<file path="src/hdl/rsf_pkg.sv">
// ----------------------------------------------------------------------------
// rsf_pkg
// Shared types for the rectangle subtract block: the input and output words,
// the words that pass between pipeline stages, and the fragment slot codes.
// ----------------------------------------------------------------------------
package rsf_pkg;

  // Number of fragment slots one input word can produce
  localparam int NumFrags = 4;
  localparam int FragIdxW = $clog2(NumFrags);

  // Fragment slots, in emit order
  localparam logic [FragIdxW-1:0] SlotTop    = 2'd0;
  localparam logic [FragIdxW-1:0] SlotBottom = 2'd1;
  localparam logic [FragIdxW-1:0] SlotLeft   = 2'd2;
  localparam logic [FragIdxW-1:0] SlotRight  = 2'd3;

  typedef logic signed [15:0] coord_t;

  typedef struct packed {
    coord_t src_x;
    coord_t src_y;
    coord_t src_w;
    coord_t src_h;
    coord_t cov_x;
    coord_t cov_y;
    coord_t cov_w;
    coord_t cov_h;
  } in_word_t;

  typedef struct packed {
    coord_t frag_x;
    coord_t frag_y;
    coord_t frag_w;
    coord_t frag_h;
    logic   frag_last;
  } out_word_t;

  typedef struct packed {
    coord_t x;
    coord_t y;
    coord_t w;
    coord_t h;
  } rect_t;

  // After edge stage: inclusive right/bottom edges and emptiness flags
  typedef struct packed {
    rect_t  src;
    coord_t cov_x;
    coord_t cov_y;
    coord_t src_r;
    coord_t src_b;
    coord_t cov_r;
    coord_t cov_b;
    logic   src_empty;
    logic   cov_empty;
  } edge_word_t;

  // After overlap stage: overlap corner and inclusive far edges
  typedef struct packed {
    rect_t  src;
    coord_t src_r;
    coord_t src_b;
    coord_t ovl_x;
    coord_t ovl_y;
    coord_t ovl_r;
    coord_t ovl_b;
    logic   src_empty;
    logic   whole;
  } ovl_word_t;

  // After fragment stage: all candidate fragments and which ones exist
  typedef struct packed {
    rect_t [NumFrags-1:0] frag;
    logic  [NumFrags-1:0] mask;
  } frag_set_t;

endpackage

</file>
<file path="src/hdl/rsf_edges.sv">
// ----------------------------------------------------------------------------
// rsf_edges
// Stage 1: wrapped inclusive right and bottom edges of source and cover, and
// the empty source / empty cover flags.
// ----------------------------------------------------------------------------
module rsf_edges (
  input  logic                clk,
  input  logic                rst,
  input  logic                in_valid,
  output logic                in_ready,
  input  rsf_pkg::in_word_t   in_word,
  output logic                out_valid,
  input  logic                out_ready,
  output rsf_pkg::edge_word_t out_word
);

  rsf_pkg::edge_word_t word_next;

  // Form edges and flags
  always_comb begin
    word_next.src.x     = in_word.src_x;
    word_next.src.y     = in_word.src_y;
    word_next.src.w     = in_word.src_w;
    word_next.src.h     = in_word.src_h;
    word_next.cov_x     = in_word.cov_x;
    word_next.cov_y     = in_word.cov_y;
    word_next.src_r     = rsf_pkg::coord_t'(in_word.src_x + in_word.src_w - 16'sd1);
    word_next.src_b     = rsf_pkg::coord_t'(in_word.src_y + in_word.src_h - 16'sd1);
    word_next.cov_r     = rsf_pkg::coord_t'(in_word.cov_x + in_word.cov_w - 16'sd1);
    word_next.cov_b     = rsf_pkg::coord_t'(in_word.cov_y + in_word.cov_h - 16'sd1);
    word_next.src_empty = (in_word.src_w <= 16'sd0) || (in_word.src_h <= 16'sd0);
    word_next.cov_empty = (in_word.cov_w <= 16'sd0) || (in_word.cov_h <= 16'sd0);
  end

  assign in_ready = !out_valid || out_ready;

  // Advance the stage when the next one can take it
  always_ff @(posedge clk) begin
    if (rst) begin
      out_valid <= 1'b0;
    end else if (in_ready) begin
      out_valid <= in_valid;
    end
  end

  always_ff @(posedge clk) begin
    if (in_ready && in_valid) begin
      out_word <= word_next;
    end
  end

endmodule

</file>
<file path="src/hdl/rsf_overlap.sv">
// ----------------------------------------------------------------------------
// rsf_overlap
// Stage 2: disjoint test, overlap corner (max of left/top edges) and overlap
// far edges (min of right/bottom edges).
// ----------------------------------------------------------------------------
module rsf_overlap (
  input  logic                clk,
  input  logic                rst,
  input  logic                in_valid,
  output logic                in_ready,
  input  rsf_pkg::edge_word_t in_word,
  output logic                out_valid,
  input  logic                out_ready,
  output rsf_pkg::ovl_word_t  out_word
);

  rsf_pkg::ovl_word_t word_next;
  logic               disjoint;

  // Find overlap box; the far edge of the overlap is the nearer far edge
  always_comb begin
    disjoint = (in_word.src_r < in_word.cov_x) || (in_word.cov_r < in_word.src.x) ||
               (in_word.src_b < in_word.cov_y) || (in_word.cov_b < in_word.src.y);
    word_next.src       = in_word.src;
    word_next.src_r     = in_word.src_r;
    word_next.src_b     = in_word.src_b;
    word_next.ovl_x     = (in_word.src.x > in_word.cov_x) ? in_word.src.x : in_word.cov_x;
    word_next.ovl_y     = (in_word.src.y > in_word.cov_y) ? in_word.src.y : in_word.cov_y;
    word_next.ovl_r     = (in_word.src_r < in_word.cov_r) ? in_word.src_r : in_word.cov_r;
    word_next.ovl_b     = (in_word.src_b < in_word.cov_b) ? in_word.src_b : in_word.cov_b;
    word_next.src_empty = in_word.src_empty;
    word_next.whole     = in_word.cov_empty || disjoint;
  end

  assign in_ready = !out_valid || out_ready;

  // Advance the stage when the next one can take it
  always_ff @(posedge clk) begin
    if (rst) begin
      out_valid <= 1'b0;
    end else if (in_ready) begin
      out_valid <= in_valid;
    end
  end

  always_ff @(posedge clk) begin
    if (in_ready && in_valid) begin
      out_word <= word_next;
    end
  end

endmodule

</file>
<file path="src/hdl/rsf_frags.sv">
// ----------------------------------------------------------------------------
// rsf_frags
// Stage 3: build the top, bottom, left and right fragments and the mask of
// those that are non-empty. An untouched source becomes a single fragment;
// an empty source gives an empty mask.
// ----------------------------------------------------------------------------
module rsf_frags (
  input  logic               clk,
  input  logic               rst,
  input  logic               in_valid,
  output logic               in_ready,
  input  rsf_pkg::ovl_word_t in_word,
  output logic               out_valid,
  input  logic               out_ready,
  output rsf_pkg::frag_set_t out_word
);

  rsf_pkg::frag_set_t set_next;
  rsf_pkg::coord_t    ovl_h;

  // Build fragments
  always_comb begin
    ovl_h = rsf_pkg::coord_t'(in_word.ovl_b - in_word.ovl_y + 16'sd1);

    set_next.frag[rsf_pkg::SlotTop].x = in_word.src.x;
    set_next.frag[rsf_pkg::SlotTop].y = in_word.src.y;
    set_next.frag[rsf_pkg::SlotTop].w = in_word.src.w;
    set_next.frag[rsf_pkg::SlotTop].h = rsf_pkg::coord_t'(in_word.ovl_y - in_word.src.y);

    set_next.frag[rsf_pkg::SlotBottom].x = in_word.src.x;
    set_next.frag[rsf_pkg::SlotBottom].y = rsf_pkg::coord_t'(in_word.ovl_b + 16'sd1);
    set_next.frag[rsf_pkg::SlotBottom].w = in_word.src.w;
    set_next.frag[rsf_pkg::SlotBottom].h =
      rsf_pkg::coord_t'(in_word.src_b - in_word.ovl_b);

    set_next.frag[rsf_pkg::SlotLeft].x = in_word.src.x;
    set_next.frag[rsf_pkg::SlotLeft].y = in_word.ovl_y;
    set_next.frag[rsf_pkg::SlotLeft].w = rsf_pkg::coord_t'(in_word.ovl_x - in_word.src.x);
    set_next.frag[rsf_pkg::SlotLeft].h = ovl_h;

    set_next.frag[rsf_pkg::SlotRight].x = rsf_pkg::coord_t'(in_word.ovl_r + 16'sd1);
    set_next.frag[rsf_pkg::SlotRight].y = in_word.ovl_y;
    set_next.frag[rsf_pkg::SlotRight].w = rsf_pkg::coord_t'(in_word.src_r - in_word.ovl_r);
    set_next.frag[rsf_pkg::SlotRight].h = ovl_h;

    set_next.mask[rsf_pkg::SlotTop]    = in_word.src.y < in_word.ovl_y;
    set_next.mask[rsf_pkg::SlotBottom] = in_word.ovl_b < in_word.src_b;
    set_next.mask[rsf_pkg::SlotLeft]   = in_word.src.x < in_word.ovl_x;
    set_next.mask[rsf_pkg::SlotRight]  = in_word.ovl_r < in_word.src_r;

    // Untouched source: pass it on as the only fragment
    if (in_word.whole) begin
      set_next.frag[rsf_pkg::SlotTop] = in_word.src;
      set_next.mask = '0;
      set_next.mask[rsf_pkg::SlotTop] = 1'b1;
    end

    // Empty source: drop everything
    if (in_word.src_empty) begin
      set_next.mask = '0;
    end
  end

  assign in_ready = !out_valid || out_ready;

  // Advance the stage when the emitter can take it
  always_ff @(posedge clk) begin
    if (rst) begin
      out_valid <= 1'b0;
    end else if (in_ready) begin
      out_valid <= in_valid;
    end
  end

  always_ff @(posedge clk) begin
    if (in_ready && in_valid) begin
      out_word <= set_next;
    end
  end

endmodule

</file>
<file path="src/hdl/rsf_emit.sv">
// ----------------------------------------------------------------------------
// rsf_emit
// Output stage: holds one fragment set and sends its fragments in slot order,
// one word per cycle while out_stall is low, marking the final one. Loads the
// next set in the cycle the final word leaves.
// ----------------------------------------------------------------------------
module rsf_emit (
  input  logic               clk,
  input  logic               rst,
  input  logic               in_valid,
  output logic               in_ready,
  input  rsf_pkg::frag_set_t in_word,
  output logic               out_valid,
  input  logic               out_stall,
  output rsf_pkg::out_word_t out_word
);

  rsf_pkg::rect_t [rsf_pkg::NumFrags-1:0] frag;
  logic [rsf_pkg::NumFrags-1:0]           mask;
  logic [rsf_pkg::NumFrags-1:0]           pick;
  logic [rsf_pkg::NumFrags-1:0]           mask_next;
  logic [rsf_pkg::FragIdxW-1:0]           sel;
  logic                                   last;
  logic                                   take;

  // Pick the lowest pending slot
  always_comb begin
    sel = '0;
    for (int i = rsf_pkg::NumFrags - 1; i >= 0; i--) begin
      if (mask[i]) begin
        sel = rsf_pkg::FragIdxW'(i);
      end
    end
  end

  assign pick      = mask & (~mask + 1'b1);
  assign last      = (mask & ~pick) == '0;
  assign out_valid = |mask;
  assign take      = out_valid && !out_stall;
  assign in_ready  = !out_valid || (take && last);

  assign out_word.frag_x    = frag[sel].x;
  assign out_word.frag_y    = frag[sel].y;
  assign out_word.frag_w    = frag[sel].w;
  assign out_word.frag_h    = frag[sel].h;
  assign out_word.frag_last = last;

  // Drop the sent slot, or load a new set once the current one is done
  always_comb begin
    mask_next = mask;
    if (take) begin
      mask_next = mask & ~pick;
    end
    if (in_ready && in_valid) begin
      mask_next = in_word.mask;
    end
  end

  always_ff @(posedge clk) begin
    if (rst) begin
      mask <= '0;
    end else begin
      mask <= mask_next;
    end
  end

  always_ff @(posedge clk) begin
    if (in_ready && in_valid) begin
      frag <= in_word.frag;
    end
  end

endmodule

</file>
<file path="src/hdl/rectangle_subtract_fragments.sv">
// ----------------------------------------------------------------------------
// rectangle_subtract_fragments
// Subtracts a cover rectangle from a source rectangle and sends the uncovered
// parts as up to four fragment words: top band, bottom band, left sliver,
// right sliver, with the final one marked.
//
//   channel | dir | handshake          | word
//   --------+-----+--------------------+----------------------------
//   in      | in  | in_valid/in_stall  | rsf_pkg::in_word_t  (src, cov)
//   out     | out | out_valid/out_stall| rsf_pkg::out_word_t (fragment)
//
// Four register stages: edges, overlap, fragment build, emitter. A word is
// registered in the edge, overlap and fragment stages before its first
// fragment is on out. The emitter sends one fragment per cycle while out
// is not stalled; a word has 1 to 4 fragments, or none, and the stages ahead
// keep taking words meanwhile. Reset clears all valid bits and the emitter
// mask. A stall on out backs up stage by stage; nothing is lost or repeated.
// ----------------------------------------------------------------------------
module rectangle_subtract_fragments (
  input  logic               clk,
  input  logic               rst,
  input  logic               in_valid,
  output logic               in_stall,
  input  rsf_pkg::in_word_t  in_data,
  output logic               out_valid,
  input  logic               out_stall,
  output rsf_pkg::out_word_t out_data
);

  logic                edge_valid;
  logic                edge_ready;
  logic                ovl_valid;
  logic                ovl_ready;
  logic                frag_valid;
  logic                frag_ready;
  logic                in_ready;
  rsf_pkg::edge_word_t edge_word;
  rsf_pkg::ovl_word_t  ovl_word;
  rsf_pkg::frag_set_t  frag_set;

  assign in_stall = !in_ready;

  rsf_edges u_edges (
    .clk       (clk),
    .rst       (rst),
    .in_valid  (in_valid),
    .in_ready  (in_ready),
    .in_word   (in_data),
    .out_valid (edge_valid),
    .out_ready (edge_ready),
    .out_word  (edge_word)
  );

  rsf_overlap u_overlap (
    .clk       (clk),
    .rst       (rst),
    .in_valid  (edge_valid),
    .in_ready  (edge_ready),
    .in_word   (edge_word),
    .out_valid (ovl_valid),
    .out_ready (ovl_ready),
    .out_word  (ovl_word)
  );

  rsf_frags u_frags (
    .clk       (clk),
    .rst       (rst),
    .in_valid  (ovl_valid),
    .in_ready  (ovl_ready),
    .in_word   (ovl_word),
    .out_valid (frag_valid),
    .out_ready (frag_ready),
    .out_word  (frag_set)
  );

  rsf_emit u_emit (
    .clk       (clk),
    .rst       (rst),
    .in_valid  (frag_valid),
    .in_ready  (frag_ready),
    .in_word   (frag_set),
    .out_valid (out_valid),
    .out_stall (out_stall),
    .out_word  (out_data)
  );

endmodule

</file>
<file path="config.mk">
export PLATFORM = sky130hd
export DESIGN_NAME = rectangle_subtract_fragments
export DESIGN_NICKNAME = d
export VERILOG_FILES = /design/src/hdl/rsf_pkg.sv /design/src/hdl/rsf_edges.sv /design/src/hdl/rsf_overlap.sv /design/src/hdl/rsf_frags.sv /design/src/hdl/rsf_emit.sv /design/src/hdl/rectangle_subtract_fragments.sv
export SDC_FILE = /design/constraint.sdc
export NUM_CORES = 1
export LEC_CHECK = 0
export ABC_AREA = 1
export BUFFER_PORTS_ARGS = -buffer_cell sky130_fd_sc_hd__buf_2
export CORE_ASPECT_RATIO = 0.5
export CORE_MARGIN = 10
export CORE_UTILIZATION = 54
export CTS_CLUSTER_SIZE = 24
export DETAILED_ROUTE_END_ITERATION = 10
export PLACE_DENSITY_LB_ADDON = 0.12
export SYNTH_ARGS = -nofsm -noshare
export SYNTH_HDL_FRONTEND = slang
export SYNTH_SLANG_ARGS = --single-unit
</file>
<file path="constraint.sdc">
create_clock -name clk -period 23.1 [get_ports clk]
set_input_delay 4.62 -clock clk [delete_from_list [all_inputs] [get_ports clk]]
set_output_delay 4.62 -clock clk [all_outputs]
set_load 0.01 [all_outputs]
</file>
# ---- Yosys cells after proc, flatten, opt, wreduce, memory -nomap -nowiden
# Index checks and enable logic that the tools add are counted.
dict set report op_classes {
  n_addsub 17
  order_cmp 17
  muxes 13
  bitwise 4
  n_reduce_logical 26
}
# operator n
set ops {}
lappend ops {{$lt 16x16->1} 10}
lappend ops {{$bmux 64 s2} 1}
lappend ops {{$sub 16x16->16} 5}
lappend ops {{$add 16x16->16} 4}
lappend ops {{$le 16x1->1 const B} 4}
lappend ops {{$mux 16} 4}
lappend ops {{$mux 64} 1}
lappend ops {{$sub 16x2->16 const B} 4}
lappend ops {{$add 16x2->16 const B} 3}
lappend ops {{$gt 16x16->1} 2}
lappend ops {{$mux 20} 1}
lappend ops {{$logic_or 1x1->1} 10}
lappend ops {{$and 4x4->4} 2}
lappend ops {{$mux 2} 4}
lappend ops {{$mux 4} 2}
lappend ops {{$not 4->4} 2}
lappend ops {{$logic_and 1x1->1} 6}
lappend ops {{$logic_not 1->1} 6}
lappend ops {{$add 4x1->4 const B} 1}
lappend ops {{$logic_not 4->1} 1}
lappend ops {{$reduce_or 4->1} 1}
lappend ops {{$lt 2x3->1 const B} 1}
lappend ops {{$reduce_bool 2->1} 1}
lappend ops {{$reduce_or 2->1} 1}
dict set report totals {
  register_bits 751
  in_bits 132
  output_inout_bits 67
  word_cells 133
}

# ---- Logic depth before layout (Yosys ltp)
dict set report depth {
  ltp_word 12
  mapped_depth 15
  mapped_depth_nobuf 15
}

# ---- Modules after synthesis
# Synthesis repeated with hierarchy kept, for this count alone.
dict set report unflattened {
  hier_cells 3893
  area_unflattened_um2 40511.4
}
# module instances cells_per_inst area_per_inst_um2 seq_area_each_um2
set modules_own_cells {}
lappend modules_own_cells {rsf_frags 1 1184 11360.9 5425.2}
lappend modules_own_cells {rsf_edges 1 1116 10058.4 4884.7}
lappend modules_own_cells {rsf_emit 1 733 10054.6 7767.4}
lappend modules_own_cells {rsf_overlap 1 859 9033.7 4884.7}
lappend modules_own_cells {rectangle_subtract_fragments 1 1 3.8 0.0}

# ---- Worst setup path after synthesis
# No wires, ideal clock.
dict set report synth_timing {
  path_type {input to register}
  from {in out_stall}
  to {reg u_edges.out_word[0] in the netlist's numbering (enable)}
  setup_ns 0.687
  t_arrival_ns 11.778
  t_required_ns 22.413
  slack_ns 10.635
  stages 7
  path_buffers 0
  cell_sequence {inv_1 nand2_1 nand2_2 inv_2 nand4_1 inv_2 nor2_1}
}
dict set report synth_between {
  elab_chain_len 8
}
# item line_no
set synth_rtl {}
lappend synth_rtl {{from (decl)} rectangle_subtract_fragments.sv:26} ;# input logic out_stall,
lappend synth_rtl {{$logic_not 1->1} rsf_emit.sv:39} ;# assign take = out_valid && !out_stall;
lappend synth_rtl {{$logic_and 1x1->1} rsf_emit.sv:39}
lappend synth_rtl {{$logic_and 1x1->1} rsf_emit.sv:40} ;# assign in_ready = !out_valid || (take && last);
lappend synth_rtl {{$logic_or 1x1->1} rsf_emit.sv:40}
lappend synth_rtl {{$logic_or 1x1->1} rsf_frags.sv:64} ;# assign in_ready = !out_valid || out_ready;
lappend synth_rtl {{$logic_or 1x1->1} rsf_overlap.sv:35} ;# assign in_ready = !out_valid || out_ready;
lappend synth_rtl {{$logic_or 1x1->1} rsf_edges.sv:35} ;# assign in_ready = !out_valid || out_ready;
lappend synth_rtl {{$logic_and 1x1->1} rsf_edges.sv:47} ;# if (in_ready && in_valid) begin
lappend synth_rtl {{to (signal assigned)} rsf_edges.sv:48} ;# out_word <= word_next;
lappend synth_rtl {{to (decl)} rsf_edges.sv:14} ;# output rsf_pkg::edge_word_t out_word
# Every way passes these cells.
# A chain may end at the register's enable or synchronous reset.

# ---- Worst setup path after layout
dict set report layout_timing {
  from {in out_stall}
  to {out in_stall}
}
dict set report layout_between {
  elab_chain_len 8
}
# item line_no
set layout_rtl {}
lappend layout_rtl {{$logic_not 1->1} rsf_emit.sv:39}
lappend layout_rtl {{$logic_and 1x1->1} rsf_emit.sv:39}
lappend layout_rtl {{$logic_and 1x1->1} rsf_emit.sv:40}
lappend layout_rtl {{$logic_or 1x1->1} rsf_emit.sv:40}
lappend layout_rtl {{$logic_or 1x1->1} rsf_frags.sv:64}
lappend layout_rtl {{$logic_or 1x1->1} rsf_overlap.sv:35}
lappend layout_rtl {{$logic_or 1x1->1} rsf_edges.sv:35}
lappend layout_rtl {{$logic_not 1->1} rectangle_subtract_fragments.sv:41} ;# assign in_stall = !in_ready;
lappend layout_rtl {{to (decl)} rectangle_subtract_fragments.sv:23} ;# output logic in_stall,
# Every way passes these cells.

==> summary.txt <==
status -> finished clean
CTS Root Buffer Type -> sky130_fd_sc_hd__clkbuf_16
Hold WS -> 0.410 ns
area enclosed by the die boundary -> 76000 µm²
post-detailed-placement half-perimeter wirelength -> 59700 µm
worst hold path cell count -> 0
Clock Pin Slew Worst Setup and Hold Paths -> 0.07 ns
CTS buffer count -> 60
Hold Fails Final Rpt -> 0
primary flip-flop cell chosen by synthesis mapping -> sky130_fd_sc_hd__edfxtp_1
overall fraction of global-route tracks in use -> 0.198
post-synthesis cell type with the largest combined area -> sky130_fd_sc_hd__edfxtp_1
kind of capture point of the worst setup path -> output pin
wire length per cell -> 17.9 µm
category of cells accounting for the largest share of critical-path delay -> buffers and inverters
count of yosys warnings during synthesis -> 0
most frequent standard cell in the layout excluding fill and tap cells -> sky130_fd_sc_hd__edfxtp_1
count of cell types in the netlist -> 44
total of buffers placed on input and output ports -> 198
global route total overflow -> 0
Setup crit start kind -> primary input
clk_lat worst skew -> 0.63 ns
via count of the first global-routing pass -> 22500
Final Wtd Congestion -> 0.910
wire length after detailed routing -> 77100 µm
count of pins on the block boundary -> 199
Die X -> 380 µm
height of the die -> 200 µm
worst slew pin tran -> 1.09 ns
commonest non-fill, non-tap cells in the layout -> sky130_fd_sc_hd__edfxtp_1, sky130_fd_sc_hd__inv_1, sky130_fd_sc_hd__nand2_1
power per standard cell area -> 83.6 nW/µm²
antenna viol nets, final -> 0
number of buffers added to fix hold violations after cts -> 0
Sinks on Clock Net -> 687
share of final-layout standard cells stronger than drive strength 1 -> 0.106
Mapped Nets -> 3622
crit-path max cell delay -> 0.13 ns
Core Box Area -> 63600 µm²
highest fanout seen on the critical path -> 3
number of flops mapped to enable cells by yosys -> 680
sequential cell area fraction in the yosys report -> 0.588
Power, Total -> 3250 µW
Worst Path Arrival -> 5.33 ns
share of flip-flops with an asynchronous set or reset -> 0
Max-Slew Margin vs Limit -> 0.268
path length in cells of the critical path -> 8
first-pass GRT wire length -> 118000 µm
setup skew after layout -> 0.0191 ns
count of cells resized by post-cts repair -> 0
number of max-slew violations in the final report -> 0
total negative setup slack -> 0 ns
number of design rule violations left after detail routing -> 0
standby leakage power -> 0.0172 µW
non-filler instance count after layout -> 4306
count of vias placed by the detailed router -> 22300
leading cell types by total area after synthesis -> sky130_fd_sc_hd__edfxtp_1, sky130_fd_sc_hd__ha_1, sky130_fd_sc_hd__inv_1
DP Cell Count -> 4193
setup repair after global routing missed its margin -> false
area growth from synthesis to layout -> 11.2%
Max Clk Rate -> 0.101 GHz
Post-layout nets -> 3858
class of the tightest hold or removal check -> register to register
initial antenna violation count -> 2
number of core rows -> 65
Post-CTS Repair Setup Buffers -> 0
mean instance size in the synthesized netlist -> 11.1 µm²
initial core utilization -> 0.550
Max rail drop VDD -> 0.0000670 V
final period utilization -> 0.431
level count of the clock H-tree -> 2
Crit-path slowest cell -> sky130_fd_sc_hd__buf_2
ordered list of cells on the worst path -> buf_2 > inv_1 > nand2_1 > nand2_2 > inv_2 > nand4_1 > inv_2 > buf_2
count of endpoints failing setup in the final report -> 0
post-synthesis cell count -> 3148
Worst Reg2Reg Path Length in Cells -> 10
Max Cap Violations -> 0
post-route core utilization -> 0.611
maximum number of pins on one net before global-route repair -> 85
initial drt markers -> 1354
fraction of synthesized cell area taken by the top area cell type -> 0.584
CTS tree -> done
data required time at the worst endpoint -> 18.48 ns
synthesized cell area -> 35000 µm²
worst-case register-to-register setup slack -> 19.94 ns
DR vias/cell -> 5.17
Pre-antenna DRT Iters -> 5
maximum clock insertion buffer count -> 3
flop and latch count out of synthesis -> 687
minimum clock period -> 9.95 ns
number of inserted filler cells in the final layout -> 5217
critical path class -> primary input to output pin
Bufs and invs on worst path -> 5
==> synthesized netlist by cell type, drive strengths merged (5+ instances only) <==
master and instances:
clkbuf 16, buf 20, a211oi 7, edfxtp 680, inv 587, a31oi 41
nand3 124, o21ai 140, mux2 16, nor4 11, nor2 138, dfxtp 7
a21oi 187, xor2 108, xnor2 38, a21o 22, nor3 38, fa 9
nand2 567, or2 5, nand4 20, o31ai 9, ha 333, o21bai 9
==> final cells by class <==
class                   count  area [µm²]  area share
diodes                      2        5.00    0.000129
clock buffers              80        1630      0.0419
clock inverters            31         263     0.00676
well taps                 871        1090      0.0280
multi-input cells        1838       12000       0.310
repair buffers            210        1080      0.0278
inverters                 587        2220      0.0570
flip-flops and latches    687       20600       0.529
==> worst paths after layout <==
path,start,end
setup / recovery,out_stall,in_stall
setup reg to reg,u_emit.mask[0],u_overlap.out_word[10]
hold reg to reg,u_edges.out_word[120],u_overlap.out_word[120]
hold / removal,u_edges.out_word[120],u_overlap.out_word[120]
==> stage by stage <==
step / area [µm²] / setup slack, ns
2_1_floorplan: 35000 / 10.64
3_3_place_gp: 37000 / 13.15
3_5_place_dp: 37000 / 13.15
4_1_cts: 38900 / 13.14
5_1_grt: 38900 / 13.03
6_report: 38900 / 13.15
==> sequential cells by signal, indices dropped and copies added, names as in the netlist <==
signal               count
u_edges.out_valid        1
u_edges.out_word       162
u_emit.frag            176
u_emit.mask              4
u_frags.out_valid        1
u_frags.out_word       180
u_overlap.out_valid      1
u_overlap.out_word     162
==> cells by family after synthesis <==
kind of cell    Yosys count  synth area share
compound gates          425            0.0670
flops                   687             0.588
simple gates            909             0.111
mux                      16           0.00515
xor+xnor                146            0.0366
fa+ha+maj               342             0.124
buf+inv                 623            0.0680
==> metal layers <==
layer	up-vias	share of wire	global-route usage
met2	465	0.48	0.349
met3	125	0.045	0.0272
li1	11200	-	-
met4	0	0.026	0.0610
met1	10500	0.45	0.255
met5	-	0	0
==> report_power, final <==
group / leakage, µW / total (µW) / switching [µW] / internal [µW]
Sequential: 0.00643 / 1590 / 72.7 / 1510
Combinational: 0.00984 / 681 / 430 / 251
Clock: 0.000929 / 985 / 446 / 539
Total: 0.0172 / 3250 / 948 / 2300
(Power assumes the default switching activity.)
